[config.mk]
export PLATFORM = sky130hd
export DESIGN_NAME = rgoc_ctrl
export DESIGN_NICKNAME = d
export VERILOG_FILES = /design/src/rtl/rgoc_pkg.sv /design/src/rtl/rgoc_ctrl.sv
export SDC_FILE = /design/constraint.sdc
export NUM_CORES = 1
export LEC_CHECK = 0
export ABC_AREA = 1
export ABC_CLOCK_PERIOD_IN_PS = 7900
export BUFFER_PORTS_ARGS = -buffer_cell sky130_fd_sc_hd__buf_4
export CORE_MARGIN = 3
export CORE_UTILIZATION = 45
export CTS_CLUSTER_SIZE = 24
export DETAILED_ROUTE_END_ITERATION = 7
export HOLD_SLACK_MARGIN = 0.1
export PLACE_DENSITY = 0.67
export SETUP_SLACK_MARGIN = 0.05
export SYNTH_ARGS = -nofsm -noshare
export SYNTH_HDL_FRONTEND = slang
export SYNTH_SLANG_ARGS = --single-unit
[constraint.sdc]
create_clock -name clk -period 7.9 [get_ports clk]
set_clock_uncertainty 0.1 [all_clocks]
set_input_delay 0.79 -clock clk [delete_from_list [all_inputs] [get_ports clk]]
set_output_delay 0.79 -clock clk [all_outputs]
set_load 0.05 [all_outputs]
[src/rtl/rgoc_pkg.sv]
// Shared types and constants for the one-cell raster grow block.
// Holds the item structs, configuration register indexes and sizing constants.
// No dependencies.
package rgoc_pkg;

  // Sizing
  localparam int MAX_WIDTH  = 4096;
  localparam int MAX_HEIGHT = 4096;
  localparam int DIM_BITS   = 13;
  localparam int COL_BITS   = $clog2(MAX_WIDTH);
  localparam int CNT_BITS   = 24;
  localparam int TOTAL_BITS = CNT_BITS + 1;
  localparam int VAL_BITS   = 32;
  localparam int CELL_BITS  = VAL_BITS + 1;
  localparam int LINE_BITS  = 2 * CELL_BITS;
  localparam int CFG_IDX_BITS  = 3;
  localparam int CFG_DATA_BITS = 32;

  // Item modes
  localparam logic MODE_CELL  = 1'b0;
  localparam logic MODE_FLUSH = 1'b1;

  // Configuration register indexes
  localparam logic [CFG_IDX_BITS-1:0] REG_IMAGE_WIDTH  = 3'd0;
  localparam logic [CFG_IDX_BITS-1:0] REG_IMAGE_HEIGHT = 3'd1;
  localparam logic [CFG_IDX_BITS-1:0] REG_GROW_DIAG    = 3'd2;
  localparam logic [CFG_IDX_BITS-1:0] REG_OLD_EN       = 3'd3;
  localparam logic [CFG_IDX_BITS-1:0] REG_OLD_VALUE    = 3'd4;
  localparam logic [CFG_IDX_BITS-1:0] REG_NEW_EN       = 3'd5;
  localparam logic [CFG_IDX_BITS-1:0] REG_NEW_VALUE    = 3'd6;

  // Reset values of the size registers
  localparam logic [DIM_BITS-1:0] WIDTH_RESET  = 13'd640;
  localparam logic [DIM_BITS-1:0] HEIGHT_RESET = 13'd480;

  typedef struct packed {
    logic                       mode;
    logic signed [VAL_BITS-1:0] cell_value;
    logic                       cell_null;
  } in_item_t;

  typedef struct packed {
    logic signed [VAL_BITS-1:0] out_value;
    logic                       out_null;
    logic                       row_end;
    logic                       frame_end;
  } out_item_t;

  typedef struct packed {
    logic [DIM_BITS-1:0]        image_width;
    logic [DIM_BITS-1:0]        image_height;
    logic                       grow_diagonal;
    logic                       old_override_enable;
    logic signed [VAL_BITS-1:0] old_value;
    logic                       new_override_enable;
    logic signed [VAL_BITS-1:0] new_value;
  } cfg_t;

  // One stored raster cell
  typedef struct packed {
    logic                is_null;
    logic [VAL_BITS-1:0] val;
  } cell_t;

  // Per-item control from the counter stage to the window stage
  typedef struct packed {
    logic                emit;
    logic [COL_BITS-1:0] col;
    logic                up;
    logic                dn;
    logic                lf;
    logic                rt;
    logic                row_end;
    logic                frame_end;
    cell_t               pix;
  } ctrl_t;

  // Window stage status back to the top level
  typedef struct packed {
    logic busy;
    logic advance;
  } win_status_t;

  localparam cell_t NULL_CELL = '{is_null: 1'b1, val: '0};

endpackage

[src/rtl/rgoc_ctrl.sv]
// Input counters of the raster grow block: row/column position, edge flags,
// emission decision and end-of-frame handling. Depends on rgoc_pkg.
module rgoc_ctrl (
  input  logic            clk,
  input  logic            rst,
  input  logic            take,
  input  rgoc_pkg::in_item_t item,
  input  rgoc_pkg::cfg_t  cfg,
  output logic            s0_valid,
  output rgoc_pkg::ctrl_t s0
);
  import rgoc_pkg::*;

  logic [DIM_BITS-1:0]   w_eff;
  logic [DIM_BITS-1:0]   h_eff;
  logic [TOTAL_BITS-1:0] total;

  logic [DIM_BITS-1:0]   row;
  logic [COL_BITS-1:0]   col;
  logic [CNT_BITS-1:0]   emitted;
  logic [DIM_BITS-1:0]   er;
  logic [COL_BITS-1:0]   ec;

  logic [DIM_BITS-1:0]   row_p;
  logic [COL_BITS-1:0]   col_p;
  logic [DIM_BITS-1:0]   col_inc;
  logic [DIM_BITS-1:0]   row_next;
  logic [COL_BITS-1:0]   col_next;
  logic [DIM_BITS-1:0]   ec_inc;
  logic [DIM_BITS:0]     er_inc;
  logic [TOTAL_BITS-1:0] emitted_inc;
  logic                  is_cell;

  // Clamp the size registers to their usable range
  always_comb begin
    if (cfg.image_width == '0) begin
      w_eff = DIM_BITS'(1);
    end else if (cfg.image_width > DIM_BITS'(MAX_WIDTH)) begin
      w_eff = DIM_BITS'(MAX_WIDTH);
    end else begin
      w_eff = cfg.image_width;
    end
    if (cfg.image_height == '0) begin
      h_eff = DIM_BITS'(1);
    end else if (cfg.image_height > DIM_BITS'(MAX_HEIGHT)) begin
      h_eff = DIM_BITS'(MAX_HEIGHT);
    end else begin
      h_eff = cfg.image_height;
    end
  end

  // Register cells/frame; user must change sizes only if idle, unenforced
  always_ff @(posedge clk) begin
    total <= TOTAL_BITS'({{DIM_BITS{1'b0}}, w_eff} * h_eff);
  end

  // Decide whether the item takes part, and where it lands
  always_comb begin
    is_cell  = (item.mode == MODE_CELL);
    s0_valid = take && (is_cell ? (row < h_eff) : (row >= h_eff));

    if ({1'b0, col} >= w_eff) begin
      col_p = '0;
      row_p = row + DIM_BITS'(1);
    end else begin
      col_p = col;
      row_p = row;
    end

    col_inc = {1'b0, col_p} + DIM_BITS'(1);
    if (col_inc >= w_eff) begin
      col_next = '0;
      row_next = row_p + DIM_BITS'(1);
    end else begin
      col_next = col_inc[COL_BITS-1:0];
      row_next = row_p;
    end

    ec_inc      = {1'b0, ec} + DIM_BITS'(1);
    er_inc      = {1'b0, er} + (DIM_BITS+1)'(1);
    emitted_inc = {1'b0, emitted} + TOTAL_BITS'(1);

    s0.emit      = (row_p >= DIM_BITS'(2)) || ((row_p == DIM_BITS'(1)) && (col_p != '0));
    s0.col       = col_p;
    s0.up        = (er != '0);
    s0.dn        = (er_inc < {1'b0, h_eff});
    s0.lf        = (ec != '0);
    s0.rt        = (ec_inc < w_eff);
    s0.row_end   = (ec_inc == w_eff);
    s0.frame_end = (emitted_inc >= total);
    if (is_cell && !item.cell_null) begin
      s0.pix = '{is_null: 1'b0, val: item.cell_value};
    end else begin
      s0.pix = NULL_CELL;
    end
  end

  // Advance the counters; return to the frame start after the last result
  always_ff @(posedge clk) begin
    if (rst) begin
      row     <= '0;
      col     <= '0;
      emitted <= '0;
      er      <= '0;
      ec      <= '0;
    end else if (s0_valid) begin
      if (s0.emit && s0.frame_end) begin
        row     <= '0;
        col     <= '0;
        emitted <= '0;
        er      <= '0;
        ec      <= '0;
      end else begin
        row <= row_next;
        col <= col_next;
        if (s0.emit) begin
          emitted <= emitted_inc[CNT_BITS-1:0];
          if (ec_inc >= w_eff) begin
            ec <= '0;
            er <= er_inc[DIM_BITS-1:0];
          end else begin
            ec <= ec_inc[COL_BITS-1:0];
          end
        end
      end
    end
  end

endmodule

==> results.md, run 1 <==
* Status: finished clean
* Root Buffer: clkbuf_16
* DPL Wire Length at 30900 um
* Die W at 180 um
* Area Overhead vs Synth at 12.5%
* I/O pin cnt at 183
* Antenna Cells at 0
* Sequential cell area at 1980 um2
* Fill count at 2932
* Multi-input logic area at 9790 um2
* Synth warn at 0
* Routed vias/inst at 5.22
* Final GP Congestion at 0.949
* H-tree levels at 3
* GRT Total Usage at 0.234
* # port buffers at 115
* Placed insts at 2426
* Initial antenna violation count at 0
* Post-layout min period at 7.18 ns
* Remaining Overflow, GRT at 0
* Via Count at 12700
* Fin cells at 2442
* WL/cell at 15.5 um
* Drc violations at 0
* Synth cell count leaders: 406 x inv_1, 365 x nand2_1, 227 x nor2_1
* Power density cells at 121 nW/um2
* Seq cells post-synth at 99
* Clock Sinks at 99
* Clock Latency Late Sink at 0.37 ns
* Post-Syn Area at 13600 um2
* Post-layout net count at 2470
* Tcrit/Tclk final at 0.909
* Layout cell share with drive strength beyond 1 at 0.0948
* CP required at 8.09 ns
* F_max at 0.139 GHz
* Die area at 32300 um2
* DR iter-0 viols at 939
* Hold Crit Depth at 2
* Worst slew margin at 0.427
* Sequential area share after synthesis at 0.146
* Clock-pin slew on the worst setup and hold paths at 0.07 ns
* Largest net degree at the start of global routing at 71
* Initial Utilization at 0.465
* Total wire length at 37900 um
* Flop-to-flop setup slack at 2.45 ns
* RSZ-0062 raised after global routing: false
* Type of the most critical hold path: flop to flop
* DR pass1 iterations at 6
* Critical Path End Type: flop
* CTS tree: yes
* Post-DRT Antenna Nets at 0
* Setup TNS Final at 0 ns
* Crit Path Class: input port to flop
* Worst hold margin at 0.373 ns
* First-pass GRT wire length at 62100 um
* Yosys top cell by area: fa_1
* R2r worst-path depth at 23
* Critical Path Fanout Max at 6
* Cells after Synth at 1933
* Die outline height at 180 um
* Post-synth top area share at 0.177
* Asr flop ratio synth at 0
* MaxCap Viol Count at 0
* Fin. max-slew vios at 0
* Worst setup SP type: input port
* Clock buffer depth at 2
* Count of different cell masters after synthesis at 43
* Vias in the first global route at 12500
* Final number of setup-violating endpoints at 0
* Cell Rows at 62
* Cell with the most instances after synthesis: inv_1
* Peak supply drop at 145 uV
* Top FF cell, synth: dfxtp_1
* LEAKAGE at 7.96 nW
* CTS buffer count at 9
* Area contributors post-synth: fa_1 18%, ha_1 15%, dfxtp_1 15%, inv_1 11%, nand2_1 10%
* Syn_area_per_cell at 7.01 um2
* Setup repair bufs after CTS at 0
* Final Hold Vio Count at 0
* Synth Net Count at 2350
* Worst-margin pin slew at 0.860 ns
* Core ar. at 29200 um2
* Number of synthesized flops with an enable pin at 0
* Critical Path AT at 7.37 ns
## cell families after synthesis
logic type,count (synthesis),share of synthesized area
adders and majority gates,287,0.331
AOI/OAI and AO/OA,196,0.0776
xor gates and xnor gates,83,0.0536
DFF,99,0.146
and+or+nand+nor,811,0.259
buffers and inverters,457,0.132
## worst max-delay path, stage by stage
cell and delay, ns:
buf_4 0.13, nor4_2 0.44, nand3_1 0.18, nand2_1 0.26
inv_1 0.14, nor2_1 0.25, clkinv_1 0.32, buf_4 0.26
nor2_1 0.14, fa_1 0.19, inv_1 0.05, fa_1 0.51
inv_1 0.06, fa_1 0.51, inv_1 0.05, fa_1 0.48
fa_1 0.55, inv_1 0.04, ha_1 0.36, nand2_1 0.10
nor4_1 0.45, a21oi_1 0.18, o21ai_0 0.29, a21boi_0 0.21
o21ai_0 0.23, xor2_1 0.19
## cell type report
cell class / instances / share of cell area
multi-input combinational: 1377 / 0.642
sequential: 99 / 0.130
inverter: 414 / 0.102
timing repair buffer: 152 / 0.0748
tap: 384 / 0.0315
clock buffer: 9 / 0.0148
clock inverter: 7 / 0.00500
## what timing repair did
| item | CTS | global route |
|---|---|---|
| hold buffers | 0 | 0 |
| setup endpoints to repair | 0 | 1 |
| resized for setup | 0 | 1 |
## flip-flops by register name, indices dropped and copies added, names as in the netlist
| signal | cells |
|---|---|
| col | 12 |
| ec | 12 |
| emitted | 24 |
| er | 13 |
| row | 13 |
| total | 25 |
## per-layer routing
layer  track usage  vias up  share of wire
met5             0        -              0
met4        0.0814        0          0.029
met3        0.0445       76          0.077
met2         0.376      416           0.45
met1         0.316     5998           0.44
li1              -     6258              -
## layout by cell type (no fill, tap or decap), types with 4 or more instances in the layout
cell       synthesis  final
nand3b_1           4      4
nor3_1            15     15
a211oi_1           5      5
nor4_1            14     13
nand3_1          116    116
nand2_1          365    365
o211ai_1           5      5
clkinv_1           4      4
clkbuf_16          0      9
nor2_1           227    227
o21ai_0           36     36
a21oi_1          131    131
xnor2_1           19     19
dfxtp_1           99     99
xor2_1            64     64
inv_1            406    406
nand4_1           46     46
nor2_4             7      7
fa_1             120    120
buf_4              8    152
ha_1             167    167
## power breakdown
group | switching (mW) | total, mW | internal (mW)
Sequential | 0.0260 | 0.575 | 0.549
Combinational | 0.515 | 0.798 | 0.283
Clock | 0.225 | 0.474 | 0.249
Total | 0.766 | 1.85 | 1.08
## through the flow
step           area [um2]  total power [mW]   util  setup WS, ns
2_1_floorplan       13600              1.14      -          1.34
3_3_place_gp        14900              1.37  0.512         0.505
4_1_cts             15200              1.86  0.523         0.690
5_1_grt             15300              1.99  0.523         0.175
3_5_place_dp        14900              1.38  0.512         0.299
6_report            15300              1.85  0.523         0.720
## worst paths after layout
kind	from	end
worst max-delay path	cfg[80]	total[20]$_DFF_P_
worst min-delay path	er[8]$_SDFFE_PP0P_	er[8]$_SDFFE_PP0P_
worst max register to register	emitted[0]$_SDFFE_PP0P_	er[11]$_SDFFE_PP0P_
worst min register to register	er[8]$_SDFFE_PP0P_	er[8]$_SDFFE_PP0P_
(Power assumes the default switching activity.)
==> run 2: changes to the inputs <==
==> constraint.sdc (replaced) <==
create_clock -name clk -period 7.9 [get_ports clk]
set_clock_uncertainty 0.1 [all_clocks]
set_input_delay 0.79 -clock clk [delete_from_list [all_inputs] [get_ports clk]]
set_output_delay 0.79 -clock clk [all_outputs]
set_load 0.1 [all_outputs]
==> run 2 against run 1 <==
Sequential share of layout area hardly changed; combinational power is 5.1% higher; clock-buffer cell count stayed put; wire length hardly changed; non-clock buffer count is 2 higher; power is 0.81% higher.
==> results.md, run 2 (same netlist as run 1, synthesis figures left out) <==
* Worst-margin pin slew at 0.850 ns (-0.00925 ns)
* Setup TNS Final at 0 ns (unchanged)
* Hold_sp: er[4]$_SDFFE_PP0P_
* Worst path max stage delay at 0.55 ns (about the same)
* Clock-pin slew on the worst setup and hold paths at 0.07 ns (about the same)
* R2r worst-path depth at 24 (+4.3%)
* Clock buffer depth at 2 (unchanged)
* Clock Latency Late Sink at 0.39 ns (+0.02 ns)
* Hold_buf cts at 0 (unchanged)
* DPL Wire Length at 30700 um (-0.45%)
* Fin. max-slew vios at 0 (unchanged)
* Status: finished clean
* Commonest non-fill, non-tap cells in the layout: 406 x inv_1, 365 x nand2_1, 227 x nor2_1
* MaxCap Viol Count at 0 (unchanged)
* Core ar. at 29200 um2 (unchanged)
* F_max at 0.141 GHz (+1.0%)
* Final GP Congestion at 0.926 (-2.4%)
* Area Overhead vs Synth at 12.4% (about the same)
* Root Buffer: clkbuf_16
* Fill count at 2925 (-0.24%)
* Tcrit/Tclk final at 0.900 (-0.00908)
* DR iter-0 viols at 926 (-1.4%)
* LEAKAGE at 7.95 nW (-0.10%)
* Worst slew margin at 0.433 (+0.00617)
* Slowest cell on crit path: fa_1
* Largest register FFs at 25 (unchanged)
* Final number of setup-violating endpoints at 0 (unchanged)
* Total wire length at 37900 um (about the same)
* Power density cells at 122 nW/um2 (+0.88%)
* Remaining Overflow, GRT at 0 (unchanged)
* Type of the most critical hold path: flop to flop
* Post-DP Area at 15000 um2 (+0.10%)
* Critical Path End Type: flop
* Most common cell after layout, fill and taps aside: inv_1
* Flop-to-flop setup slack at 2.42 ns (-0.03 ns)
* Largest Register: total
* GRT Total Usage at 0.233 (-0.000430)
* Critical Path Fanout Max at 6 (unchanged)
* Final Hold Vio Count at 0 (unchanged)
* Die W at 180 um (unchanged)
* Critical Path AT at 7.27 ns (-0.10 ns)
* Final Cell Area at 15200 um2 (about the same)
* Biggest regs: total (25), emitted (24)
* H-tree levels at 3 (unchanged)
* Die area at 32300 um2 (unchanged)
* Worst setup SP type: input port
* Hold Path Sink: er[4]$_SDFFE_PP0P_
* CTS tree: yes
* Routed vias/inst at 5.21 (-0.14%)
* I/O pin cnt at 183 (unchanged)
* Drc violations at 0 (unchanged)
* First-pass GRT wire length at 62100 um (about the same)
* Buf/Inv on CP at 9 (+1)
* Peak supply drop at 100 uV (-31%)
* RSZ-0062 raised after global routing: false
* WL/cell at 15.5 um (-0.12%)
* Clock Sinks at 99 (unchanged)
* DR pass1 iterations at 5 (-1)
* CP required at 8.06 ns (-0.03 ns)
* Reg2reg end: er[11]$_SDFFE_PP0P_
* Post-layout net count at 2472 (+0.081%)
* Crit-path leading delay family: adder cells
* Via Count at 12700 (-0.063%)
* Post-layout min period at 7.11 ns (-0.0717 ns)
* Largest net degree at the start of global routing at 71 (unchanged)
* Worst reg2reg path startpoint: emitted[0]$_SDFFE_PP0P_
* Post-DRT Antenna Nets at 0 (unchanged)
* Cell Rows at 62 (unchanged)
* Setup repair bufs after CTS at 0 (unchanged)
* Hold Crit Depth at 2 (unchanged)
* CTS buffer count at 9 (unchanged)
* Layout cell share with drive strength beyond 1 at 0.0951 (+0.000393)
* Initial antenna violation count at 0 (unchanged)
* CTS resizes at 0 (unchanged)
* # port buffers at 115 (unchanged)
* Vias in the first global route at 12300 (-1.2%)
* Die outline height at 180 um (unchanged)
* Antenna Cells at 0 (unchanged)
* Crit Path Class: input port to flop
* Initial Utilization at 0.465 (unchanged)
## run 2: cell types whose count changed in the layout (fill, tap and decap cells not counted)
cell | previous run | this run
clkinv_2 | 2 | 0
nor4_1 | 13 | 14
nor4_2 | 1 | 0
inv_6 | 1 | 4
clkinvlp_4 | 1 | 3
clkinv_4 | 1 | 0
buf_4 | 152 | 154
inv_8 | 1 | 0
bufinv_16 | 1 | 0
## run 2: power breakdown
| group | switching (mW) | total, mW | leakage [nW] | internal, mW |
|---|---|---|---|---|
| Clock | 0.230 | 0.449 | 0.129 | 0.218 |
| Sequential | 0.0256 | 0.575 | 0.807 | 0.549 |
| Combinational | 0.557 | 0.839 | 7.01 | 0.282 |
## run 2: cell type report
type,instances,area (um2),area share
Multi-Input combinational cell,1377,9790,0.642
Inverter,414,1560,0.102
Clock inverter,7,57.6,0.00378
Clock buffer,9,225,0.0148
Tap cell,384,480,0.0315
Timing Repair Buffer,154,1160,0.0758
Sequential cell,99,1980,0.130
## run 2: routing by layer
| metal | track usage | part of all wire | wire length [um] | up-vias |
|---|---|---|---|---|
| li1 | - | - | - | 6278 |
| met3 | 0.0366 | 0.063 | 2390 | 40 |
| met4 | 0.0569 | 0.018 | 685 | 0 |
| met5 | 0 | 0 | 0 | - |
| met2 | 0.379 | 0.46 | 17300 | 356 |
| met1 | 0.327 | 0.46 | 17500 | 6066 |
## run 2: worst max-delay path by stage
stage	start	end	slack [ns]	depth (start not counted)
finish	cfg[80]	total[21]$_DFF_P_	0.79	27
global route	cfg[80]	col[7]$_SDFFE_PP0P_	0.19	33
CTS	cfg[80]	total[21]$_DFF_P_	0.87	27
detailed placement	cfg[80]	total[21]$_DFF_P_	0.50	27
global placement	cfg[80]	total[23]$_DFF_P_	0.62	27
floorplan	cfg[86]	row[10]$_SDFFE_PP0P_	0.64	33
## run 2: metrics by stage
stage | total power [mW] | instances | hold slack [ns] | worst slack [ns] | utilization
after floorplan | 1.18 | 1933 | 0.344 | 0.644 | -
after global placement | 1.41 | 2428 | 0.355 | 0.616 | 0.513
after detailed placement | 1.42 | 2428 | 0.360 | 0.503 | 0.513
after CTS | 1.88 | 2444 | 0.371 | 0.871 | 0.523
after global routing | 2.00 | 2444 | 0.402 | 0.194 | 0.523
final | 1.86 | 2444 | 0.371 | 0.792 | 0.523
## run 2: worst register-to-register path, cell delays in order, from the launching register on
cell	delay (ns)
dfxtp_1	0.38
ha_1	0.20
nand2_1	0.06
nor2_1	0.16
nand3_1	0.14
nor3b_1	0.45
nand2_1	0.20
nor2_1	0.25
nand3_1	0.15
nor3_1	0.28
nand2_1	0.15
and3b_1	0.29
ha_1	0.27
nand2_1	0.10
inv_1	0.06
nand4_1	0.09
o211ai_1	0.09
a21oi_1	0.12
nand3_1	0.43
nor2_1	0.75
inv_1	0.12
nand3_2	0.26
inv_1	0.12
nand2_1	0.08
a21oi_1	0.05
